[src/rtl/psbe_pkg.sv]
// Package for the parallel strand bit-plane encoder.
// Holds sizes, reset values and the control struct shared by the cells and the top level.
// Depends on nothing.
package psbe_pkg;

  localparam int unsigned StrandLength = 512;
  localparam int unsigned StrandCount  = 8;
  localparam int unsigned StrandSlots  = 8;

  localparam int unsigned LenW    = 10;
  localparam int unsigned PosW    = (StrandLength > 1) ? $clog2(StrandLength) : 1;
  localparam int unsigned CmpW    = (PosW > LenW) ? PosW : LenW;
  localparam int unsigned ByteW   = 8;
  localparam int unsigned ChanCnt = 3;
  localparam int unsigned CellBits = ChanCnt * ByteW;
  localparam int unsigned BytesPerItem = ChanCnt * ByteW;
  localparam int unsigned CntW    = $clog2(BytesPerItem);
  localparam int unsigned IdxW    = 4;
  localparam int unsigned SlotW   = $clog2(StrandSlots);

  localparam logic [LenW-1:0]  LenReset   = LenW'(512);
  localparam logic [ByteW-1:0] ByteOffset = 8'h2C;
  localparam logic [CntW-1:0]  LastCnt    = CntW'(BytesPerItem - 1);
  localparam logic [PosW-1:0]  LastPos    = PosW'(StrandLength - 1);

  typedef struct packed {
    logic            load;
    logic            shift;
    logic [PosW-1:0] pos;
  } cell_ctrl_t;

endpackage

[src/rtl/psbe_if.sv]
// Handshake interfaces for the input word and the result word of the encoder.
// Depends on psbe_pkg for field widths.
interface psbe_in_if;
  logic        valid;
  logic        ready;
  logic [63:0] chan0_bytes;
  logic [63:0] chan1_bytes;
  logic [63:0] chan2_bytes;

  modport source (output valid, output chan0_bytes, output chan1_bytes,
                  output chan2_bytes, input ready);
  modport sink (input valid, input chan0_bytes, input chan1_bytes,
                input chan2_bytes, output ready);
endinterface

interface psbe_out_if;
  logic                        valid;
  logic                        ready;
  logic [psbe_pkg::ByteW-1:0]  frame_byte;
  logic                        last_of_led;
  logic                        last_of_frame;

  modport source (output valid, output frame_byte, output last_of_led,
                  output last_of_frame, input ready);
  modport sink (input valid, input frame_byte, input last_of_led,
                input last_of_frame, output ready);
endinterface

[src/rtl/psbe_strand_cell.sv]
// One strand cell: holds the strand length register and the strand's 24 color bits.
// Shifts one bit per step into its own lane of the bit plane passed along the chain.
// Depends on psbe_pkg.
module psbe_strand_cell (
  input  logic                          clk_i,
  input  logic                          rst_ni,
  input  logic [psbe_pkg::SlotW-1:0]    strand_idx_i,
  input  logic                          cfg_we_i,
  input  logic [psbe_pkg::IdxW-1:0]     cfg_idx_i,
  input  logic [psbe_pkg::LenW-1:0]     cfg_data_i,
  input  psbe_pkg::cell_ctrl_t          ctrl_i,
  input  logic [psbe_pkg::CellBits-1:0] bytes_i,
  input  logic [psbe_pkg::ByteW-1:0]    plane_i,
  output logic [psbe_pkg::ByteW-1:0]    plane_o
);

  logic [psbe_pkg::LenW-1:0]     len_q;
  logic [psbe_pkg::CellBits-1:0] data_q, data_d;
  logic                          active;
  logic                          cfg_hit;

  assign cfg_hit = cfg_we_i &&
                   (cfg_idx_i == psbe_pkg::IdxW'(strand_idx_i));
  assign active  = psbe_pkg::CmpW'(ctrl_i.pos) < psbe_pkg::CmpW'(len_q);

  always_ff @(posedge clk_i or negedge rst_ni) begin
    if (!rst_ni) begin
      len_q <= psbe_pkg::LenReset;
    end else if (cfg_hit) begin
      len_q <= cfg_data_i;
    end
  end

  always_comb begin
    data_d = data_q;
    if (ctrl_i.load) begin
      data_d = active ? bytes_i : '0;
    end else if (ctrl_i.shift) begin
      data_d = {data_q[psbe_pkg::CellBits-2:0], 1'b0};
    end
  end

  always_ff @(posedge clk_i) begin
    data_q <= data_d;
  end

  assign plane_o = plane_i |
                   (psbe_pkg::ByteW'(data_q[psbe_pkg::CellBits-1]) << strand_idx_i);

endmodule

[src/rtl/parallel_strand_bitplane_encoder.sv]
// Top level of the parallel strand bit-plane encoder: control counter, chain of strand cells
// and the output register. Depends on psbe_pkg, psbe_if and psbe_strand_cell.
//
//   Port       Direction  Content
//   in_i       sink       three 64-bit color words, one LED position for all strands
//   out_o      source     plane byte plus 0x2C, with last-of-LED and last-of-frame flags
//   cfg_*_i    write      strand length registers, index 0 to 7
//
// Each input word yields 24 output words, one per cycle while the output is not stalled.
// A new input word is taken in the cycle that shifts out the last plane of the previous one,
// so words follow each other without a gap. A stall on the output holds the cells and the
// output register. Reset clears the position counter and sets every strand length to 512.
module parallel_strand_bitplane_encoder (
  input  logic                       clk_i,
  input  logic                       rst_ni,
  input  logic                       cfg_we_i,
  input  logic [psbe_pkg::IdxW-1:0]  cfg_idx_i,
  input  logic [psbe_pkg::LenW-1:0]  cfg_data_i,
  psbe_in_if.sink                    in_i,
  psbe_out_if.source                 out_o
);

  logic                          busy_q, busy_d;
  logic [psbe_pkg::CntW-1:0]     cnt_q, cnt_d;
  logic [psbe_pkg::PosW-1:0]     pos_q, pos_d;
  logic                          frame_end_q, frame_end_d;
  logic                          out_valid_q;
  logic [psbe_pkg::ByteW-1:0]    out_byte_q;
  logic                          out_led_q;
  logic                          out_frame_q;
  logic                          shift;
  logic                          accept;
  logic                          last_shift;
  psbe_pkg::cell_ctrl_t          ctrl;
  logic [psbe_pkg::ByteW-1:0]    plane [psbe_pkg::StrandSlots+1];

  assign shift      = busy_q && (!out_valid_q || out_o.ready);
  assign last_shift = shift && (cnt_q == psbe_pkg::LastCnt);
  assign in_i.ready = !busy_q || last_shift;
  assign accept     = in_i.valid && in_i.ready;

  assign ctrl.load  = accept;
  assign ctrl.shift = shift;
  assign ctrl.pos   = pos_q;

  always_comb begin
    busy_d      = busy_q;
    cnt_d       = cnt_q;
    pos_d       = pos_q;
    frame_end_d = frame_end_q;
    if (shift) begin
      cnt_d = cnt_q + psbe_pkg::CntW'(1);
      if (last_shift) begin
        busy_d = 1'b0;
      end
    end
    if (accept) begin
      busy_d      = 1'b1;
      cnt_d       = '0;
      frame_end_d = (pos_q == psbe_pkg::LastPos);
      pos_d       = (pos_q == psbe_pkg::LastPos) ? '0 : pos_q + psbe_pkg::PosW'(1);
    end
  end

  always_ff @(posedge clk_i or negedge rst_ni) begin
    if (!rst_ni) begin
      busy_q      <= 1'b0;
      cnt_q       <= '0;
      pos_q       <= '0;
      frame_end_q <= 1'b0;
      out_valid_q <= 1'b0;
    end else begin
      busy_q      <= busy_d;
      cnt_q       <= cnt_d;
      pos_q       <= pos_d;
      frame_end_q <= frame_end_d;
      if (shift) begin
        out_valid_q <= 1'b1;
      end else if (out_o.ready) begin
        out_valid_q <= 1'b0;
      end
    end
  end

  always_ff @(posedge clk_i) begin
    if (shift) begin
      out_byte_q  <= plane[psbe_pkg::StrandSlots] + psbe_pkg::ByteOffset;
      out_led_q   <= last_shift;
      out_frame_q <= last_shift && frame_end_q;
    end
  end

  assign plane[0] = '0;

  for (genvar s = 0; s < psbe_pkg::StrandSlots; s++) begin : g_cell
    if (s < psbe_pkg::StrandCount) begin : g_used
      psbe_strand_cell u_cell (
        .clk_i        (clk_i),
        .rst_ni       (rst_ni),
        .strand_idx_i (psbe_pkg::SlotW'(s)),
        .cfg_we_i     (cfg_we_i),
        .cfg_idx_i    (cfg_idx_i),
        .cfg_data_i   (cfg_data_i),
        .ctrl_i       (ctrl),
        .bytes_i      ({in_i.chan2_bytes[8*s +: 8], in_i.chan1_bytes[8*s +: 8],
                        in_i.chan0_bytes[8*s +: 8]}),
        .plane_i      (plane[s]),
        .plane_o      (plane[s+1])
      );
    end else begin : g_absent
      assign plane[s+1] = plane[s];
    end
  end

  assign out_o.valid         = out_valid_q;
  assign out_o.frame_byte    = out_byte_q;
  assign out_o.last_of_led   = out_led_q;
  assign out_o.last_of_frame = out_frame_q;

endmodule
[src/flat_wrapper.sv]
// flat-port wrapper written by rule: the top's interface ports become plain ports
module parallel_strand_bitplane_encoder_flat 
  (clk_i, rst_ni, cfg_we_i, cfg_idx_i, cfg_data_i, in_i_valid, in_i_chan0_bytes, in_i_chan1_bytes, in_i_chan2_bytes, in_i_ready, out_o_valid, out_o_frame_byte, out_o_last_of_led, out_o_last_of_frame, out_o_ready);
  psbe_in_if in_i_i ();
  psbe_out_if out_o_i ();
  input  logic clk_i;
  input  logic rst_ni;
  input  logic cfg_we_i;
  input  logic [psbe_pkg::IdxW-1:0] cfg_idx_i;
  input  logic [psbe_pkg::LenW-1:0] cfg_data_i;
  input wire logic [$bits(in_i_i.valid)-1:0] in_i_valid;
  input wire logic [$bits(in_i_i.chan0_bytes)-1:0] in_i_chan0_bytes;
  input wire logic [$bits(in_i_i.chan1_bytes)-1:0] in_i_chan1_bytes;
  input wire logic [$bits(in_i_i.chan2_bytes)-1:0] in_i_chan2_bytes;
  output wire logic [$bits(in_i_i.ready)-1:0] in_i_ready;
  output wire logic [$bits(out_o_i.valid)-1:0] out_o_valid;
  output wire logic [$bits(out_o_i.frame_byte)-1:0] out_o_frame_byte;
  output wire logic [$bits(out_o_i.last_of_led)-1:0] out_o_last_of_led;
  output wire logic [$bits(out_o_i.last_of_frame)-1:0] out_o_last_of_frame;
  input wire logic [$bits(out_o_i.ready)-1:0] out_o_ready;
  assign in_i_i.valid = in_i_valid;
  assign in_i_i.chan0_bytes = in_i_chan0_bytes;
  assign in_i_i.chan1_bytes = in_i_chan1_bytes;
  assign in_i_i.chan2_bytes = in_i_chan2_bytes;
  assign in_i_ready = in_i_i.ready;
  assign out_o_valid = out_o_i.valid;
  assign out_o_frame_byte = out_o_i.frame_byte;
  assign out_o_last_of_led = out_o_i.last_of_led;
  assign out_o_last_of_frame = out_o_i.last_of_frame;
  assign out_o_i.ready = out_o_ready;
  parallel_strand_bitplane_encoder u_core (.clk_i(clk_i), .rst_ni(rst_ni), .cfg_we_i(cfg_we_i), .cfg_idx_i(cfg_idx_i), .cfg_data_i(cfg_data_i), .in_i(in_i_i), .out_o(out_o_i));
endmodule
[config.mk]
export PLATFORM = sky130hd
export DESIGN_NAME = parallel_strand_bitplane_encoder_flat
export DESIGN_NICKNAME = d
export VERILOG_FILES = /design/src/rtl/psbe_pkg.sv /design/src/rtl/psbe_if.sv /design/src/rtl/psbe_strand_cell.sv /design/src/rtl/parallel_strand_bitplane_encoder.sv /design/src/flat_wrapper.sv
export SDC_FILE = /design/constraint.sdc
export NUM_CORES = 1
export LEC_CHECK = 0
export BUFFER_PORTS_ARGS = -buffer_cell sky130_fd_sc_hd__buf_2
export CORE_MARGIN = 3
export CORE_UTILIZATION = 60
export CTS_CLUSTER_SIZE = 14
export DETAILED_ROUTE_END_ITERATION = 10
export GPL_TIMING_DRIVEN = 0
export PLACE_DENSITY = 0.82
export SKIP_CTS_REPAIR_TIMING = 1
export SLEW_MARGIN = 0
export SYNTH_ARGS = -nofsm -noshare
export SYNTH_HDL_FRONTEND = slang
export SYNTH_SLANG_ARGS = --single-unit
[constraint.sdc]
create_clock -name clk_i -period 12.6 [get_ports clk_i]
set_input_delay 1.26 -clock clk_i [delete_from_list [all_inputs] [get_ports clk_i]]
set_output_delay 1.26 -clock clk_i [all_outputs]
set_load 0.01 [all_outputs]
# Word-level counts from Yosys, hierarchy flattened
# Cells that the tools add are included.
[totals] output_inout_bits=12 ff_bits=299 inputBits=211
[op_classes] reduce_logical=21 mux=32 bitwise=7 n_lt_le_gt_ge=8 n_eq_ne=9 addsub=3
[op_table] operator="$mux 24" count=24
[op_table] operator="$lt 9x10->1" count=8
[op_table] operator="$eq 4x3->1 const B" count=4
[op_table] operator="$logic_and 1x1->1" count=12
[op_table] operator="$mux 5" count=2
[op_table] operator="$add 9x1->9 const B" count=1
[op_table] operator="$eq 9x9->1 const B" count=1
[op_table] operator="$mux 9" count=1
[op_table] operator="$add 8x6->8 const B" count=1
[op_table] operator="$eq 4x2->1 const B" count=2
[op_table] operator="$or 8x3->8" count=1
[op_table] operator="$or 8x4->8" count=1
[op_table] operator="$or 8x5->8" count=1
[op_table] operator="$or 8x6->8" count=1
[op_table] operator="$or 8x7->8" count=1
[op_table] operator="$or 8x8->8" count=1
[op_table] operator="$reduce_bool 2->1" count=3
[op_table] operator="$add 5x1->5 const B" count=1
[op_table] operator="$eq 5x5->1 const B" count=1
[op_table] operator="$mux 1" count=5
[op_table] operator="$eq 4x1->1 const B" count=1
[op_table] operator="$logic_not 4->1" count=1
[op_table] operator="$logic_not 1->1" count=2
[op_table] operator="$logic_or 1x1->1" count=2
[op_table] operator="2 further kinds" count=2

# Logic depth before layout (Yosys ltp)
[logic_depth] word_depth=8 ltp_mapped=9 ltp_nobuf=8

# By module
# A second synthesis with hierarchy kept.
[hier_totals] hier_cells=1240 hier_area_um2=15473.6
[by_module_without_submodules] module="psbe_strand_cell (u_core.g_cell[0].g_used.u_cell ...)" area_per_inst_um2=1717.9 cells_each=124 n_inst=5 seq_area_each_um2=972.2
[by_module_without_submodules] module="psbe_strand_cell (u_core.g_cell[5].g_used.u_cell ...)" area_per_inst_um2=1863.0 cells_each=169 n_inst=3 seq_area_each_um2=972.2
[by_module_without_submodules] module="parallel_strand_bitplane_encoder" area_per_inst_um2=1295.0 cells_each=113 n_inst=1 seq_area_each_um2=725.7

# Worst setup path before layout
# OpenSTA, ideal clock, no wires.
[synth_timing] path_kind="input port to flip-flop" from="input out_o_ready" to="register u_core.g_cell[0].g_used.u_cell.data_q[0] (netlist name) (enable)" path_buffers=1 setup_time_ps=587 slack_ps=5383 arrival_time_ps=6630 cell_stages=4 path_cell_list="nand2b_1 and2_0 clkbuf_1 nand2b_1"
[synth_lines] item="start: declaration" line_no="flat_wrapper.sv:20" rtl="input wire logic [$bits(out_o_i.ready)-1:0] out_o_ready;"
[synth_lines] item="end signal: assignment" line_no="psbe_strand_cell.sv:44" rtl="data_q <= data_d;"
[synth_lines] item="end: declaration" line_no="psbe_strand_cell.sv:18" rtl="logic [psbe_pkg::CellBits-1:0] data_q, data_d;"

# Worst setup path after layout
[layout_timing] from="input out_o_ready" to="output in_i_ready"
[layout_via] elab_chain_cells=4
[layout_lines] item="$logic_or 1x1->1" line_no="parallel_strand_bitplane_encoder.sv:37" rtl="assign shift = busy_q && (!out_valid_q || out_o.ready);"
[layout_lines] item="$logic_and 1x1->1" line_no="parallel_strand_bitplane_encoder.sv:37"
[layout_lines] item="$logic_and 1x1->1" line_no="parallel_strand_bitplane_encoder.sv:38" rtl="assign last_shift = shift && (cnt_q == psbe_pkg::LastCnt);"
[layout_lines] item="$logic_or 1x1->1" line_no="parallel_strand_bitplane_encoder.sv:39" rtl="assign in_i.ready = !busy_q || last_shift;"
[layout_lines] item="end: declaration" line_no="flat_wrapper.sv:15" rtl="output wire logic [$bits(in_i_i.ready)-1:0] in_i_ready;"
# Every way passes these cells.

==> flow_summary_export.csv <==
group,metric,value,unit
critical_path,rr_startpoint,"u_core.out_o.valid",
synthesis,synth_common_cells,"inv_1 (260), edfxtp_1 (202), nand3_1 (197)",
route,drc,0,
sta,max_freq,0.230,GHz
final_layout,fillers,2257,
worst_hold_path,min_to,"u_core.out_o.frame_byte[0]",
synthesis,synth_simple_gate_area_share,9.12,%
power_and_ir_drop,cellPowerDensity,157,nW/um^2
synthesis,yosys.area.top_type_share,33.0,%
critical_path,rr_worst_depth,6,
sta,finalMaxSlewViolations,0,
sta,fin_tns_setup,0,ns
worst_hold_path,hold_path_class,"reg -> reg",
worst_hold_path,min_from,"u_core.g_cell[0].g_used.u_cell.data_q[23]",
final_layout,nets,2417,
floorplanning,die_height,181,um
global_route,overflow,0,
critical_path,crit_chain,"buf_2, nand2b_1, clkbuf_1, clkbuf_1, nand2_1, nand2_1, buf_2",
final_layout,fin_cells,2567,
clock_tree,h-tree-depth,2,
synthesis,synth-async-reset-ratio,32.4,%
synthesis,synth_ff_type,"edfxtp_1",
clock_tree,clk_pin_slew,0.06,ns
clock_tree,clk_latency,0.52,ns
synthesis,synth_compound_area_share,25.7,%
clock_tree,cts_tree,"done",
placement,port_buffers,221,
clock_tree,clock_sinks,299,
final_layout,ff_latch_area,8500,um^2
synthesis,synth_edf_count,202,
route,routed_via_density,6.90,
synthesis,avgSynthCellArea,9.80,um^2
synthesis,synthCells,1878,
critical_path,slowest_stage,"clkbuf_1",
route,wire_per_inst,22.0,um
sta,hold_viol,0,
placement,numPlacedInstances,2492,
sta,skew,0.0155,ns
global_route,grt_use_total,32.4,%
final_layout,multi_input_area,7890,um^2
floorplanning,initial_core_util,61.4,%
global_route,grt_pass1_vias,16852,
placement,dpl.hpwl,37.4,mm
synthesis,synth.most_common_cell,"inv_1",
final_layout,area_delta_synth_final,15.7,%
critical_path,endpoint_kind,"output port",
final_layout,drive_gt1_share,17.8,%
synthesis,muxShareOfSynthArea,2.99,%
critical_path,path_buf_inv,4,
power_and_ir_drop,peakVddDrop,0.130,mV
worst_hold_path,min_path_cells,0,
critical_path,critPathMaxFanout,10,
synthesis,synth_top_family_by_area,"compound AO/OA/AOI/OAI gates",
synthesis,ys_warn_count,0,
floorplanning,dieArea,32800,um^2
critical_path,crit_path_max_incr_delay,0.57,ns
floorplanning,die_w,181,um
sta,setup_violations,0,
synthesis,syn-cell-area,18400,um^2
status,outcome,"finished, final reports clean",
sta,layout_min_cycle_time,4.35,ns
clock_tree,root_buffer,"clkbuf_16",
route,wirelength,56.4,mm
synthesis,synth_adder_area_share,4.62,%
sta,grt_setup_unrepaired,"false",
synthesis,synth_area_leaders,"edfxtp_1 (33%), dfrtp_1 (12%), a311oi_1 (8.8%), a41oi_1 (8.7%), nand3_1 (5.4%)",
route,vias,17721,
synthesis,synth-xor-area-share,0.381,%
floorplanning,io_pins,223,
sta,worstMarginPinSlew,0.981,ns
route,antenna_left,0,
synthesis,synth_seq_area_share,46.2,%
clock_tree,clock_tree.buffer_depth,3,
clock_tree,cts_inserted_buffers,34,
placement,gp_congestion,0.890,
floorplanning,core_area,30000,um^2
run,cap_violations,0,
critical_path,critPathKind,"in -> out",
critical_path,reg2reg_slack,9.17,ns
critical_path,arrival,3.09,ns
power_and_ir_drop,fin_total_pwr,3340,uW
global_route,antenna_found_initial,11,
power_and_ir_drop,total_leakage_power,0.00840,uW
synthesis,syn_nets,2157,
critical_path,r2r_end,"u_core.g_cell[5].g_used.u_cell.data_q[7]",
critical_path,required,11.34,ns
critical_path,cp_top_family,"buffers and inverters",
sta,maxSlewHeadroom,34.6,%
global_route,grt_max_degree,67,
synthesis,ys_ff_latch,299,
route,dr.pass1.iters,6,
synthesis,synth_area_leader_cell,"edfxtp_1",
floorplanning,placementRows,63,
sta,finalCritPeriodShare,34.5,%
sta,holdWs,0.433,ns
final_layout,final_core_util,71.1,%
route,drt_first_iter_violations,2981,
global_route,grt_pass1_wl,87.7,mm
synthesis,netlist-cell-type-count,42,
critical_path,cp-start-kind,"primary input",
==> sequential cells by signal, summed over array words and instances, names as in the netlist <==
signal                              cells
u_core.out_o.valid                      1
u_core.g_cell.g_used.u_cell.len_q      80
u_core.out_o.last_of_frame              1
u_core.g_cell.g_used.u_cell.data_q    192
u_core.busy_q                           1
u_core.frame_end_q                      1
u_core.cnt_q                            5
u_core.pos_q                            9
u_core.out_o.frame_byte                 8
u_core.out_o.last_of_led                1
==> final cells by class <==
class	count	area share [%]
clock buffers	51	4.99
inverters	260	4.59
flip-flops and latches	299	40.0
well taps	390	2.29
multi-input cells	1108	37.1
clock inverters	11	0.482
repair buffers	224	5.60
plain buffers	211	4.86
diodes	13	0.153
==> cell families after synthesis <==
kind of cell,after synthesis
simple gates,330
buf+inv,471
compound gates,653
flops,299
xor+xnor,8
fa+ha+maj,68
mux,49
==> metal layers <==
metal,up-vias,wire [um],global-route usage [%]
met2,1216,25800,49.3
li1,7796,-,-
met1,8481,21800,45.4
met5,-,13,0
met4,2,2900,16.7
met3,226,5830,4.71
==> stage by stage <==
stage / worst slack [ns] / instance area, um^2
after global placement: 2.64 / 20000
after CTS: 8.29 / 21300
final: 8.25 / 21300
after detailed placement: 8.18 / 20100
after floorplan: 5.38 / 18400
after global routing: 8.20 / 21300
==> power by group <==
part	total, uW	internal (uW)	switching, uW	leakage [uW]
sequential	1360	1280	79.6	0.00315
clock	1030	626	408	0.000570
combinational	949	333	616	0.00469
==> cells in the final DEF (no fill, tap or decap), types with 10 or more instances in the layout <==
cell type and instances:
dfrtp_1 89, o21ai_1 167, a21oi_1 34, nand2b_1 14, nand3_1 197, ha_1 68
mux2_2 48, buf_2 233, nand2_1 55, edfxtp_1 202, a311oi_1 184, inv_1 260
clkbuf_16 40, buf_6 20, buf_4 21, diode_2 13, o21ai_0 58, clkbuf_1 166
nor2_1 19, nand4_1 10, a41oi_1 182
==> worst max-delay path by stage <==
stage,start,end,slack (ns),cells past startpoint
2_1_floorplan,out_o_ready,u_core.g_cell[0].g_used.u_cell.data_q[0],5.38,4
3_3_place_gp,out_o_ready,u_core.g_cell[6].g_used.u_cell.data_q[10],2.64,5
3_5_place_dp,out_o_ready,u_core.g_cell[6].g_used.u_cell.data_q[11],8.18,7
4_1_cts,out_o_ready,in_i_ready,8.29,7
5_1_grt,out_o_ready,in_i_ready,8.20,7
6_report,out_o_ready,in_i_ready,8.25,7
Power figures use the tool's default switching activity.
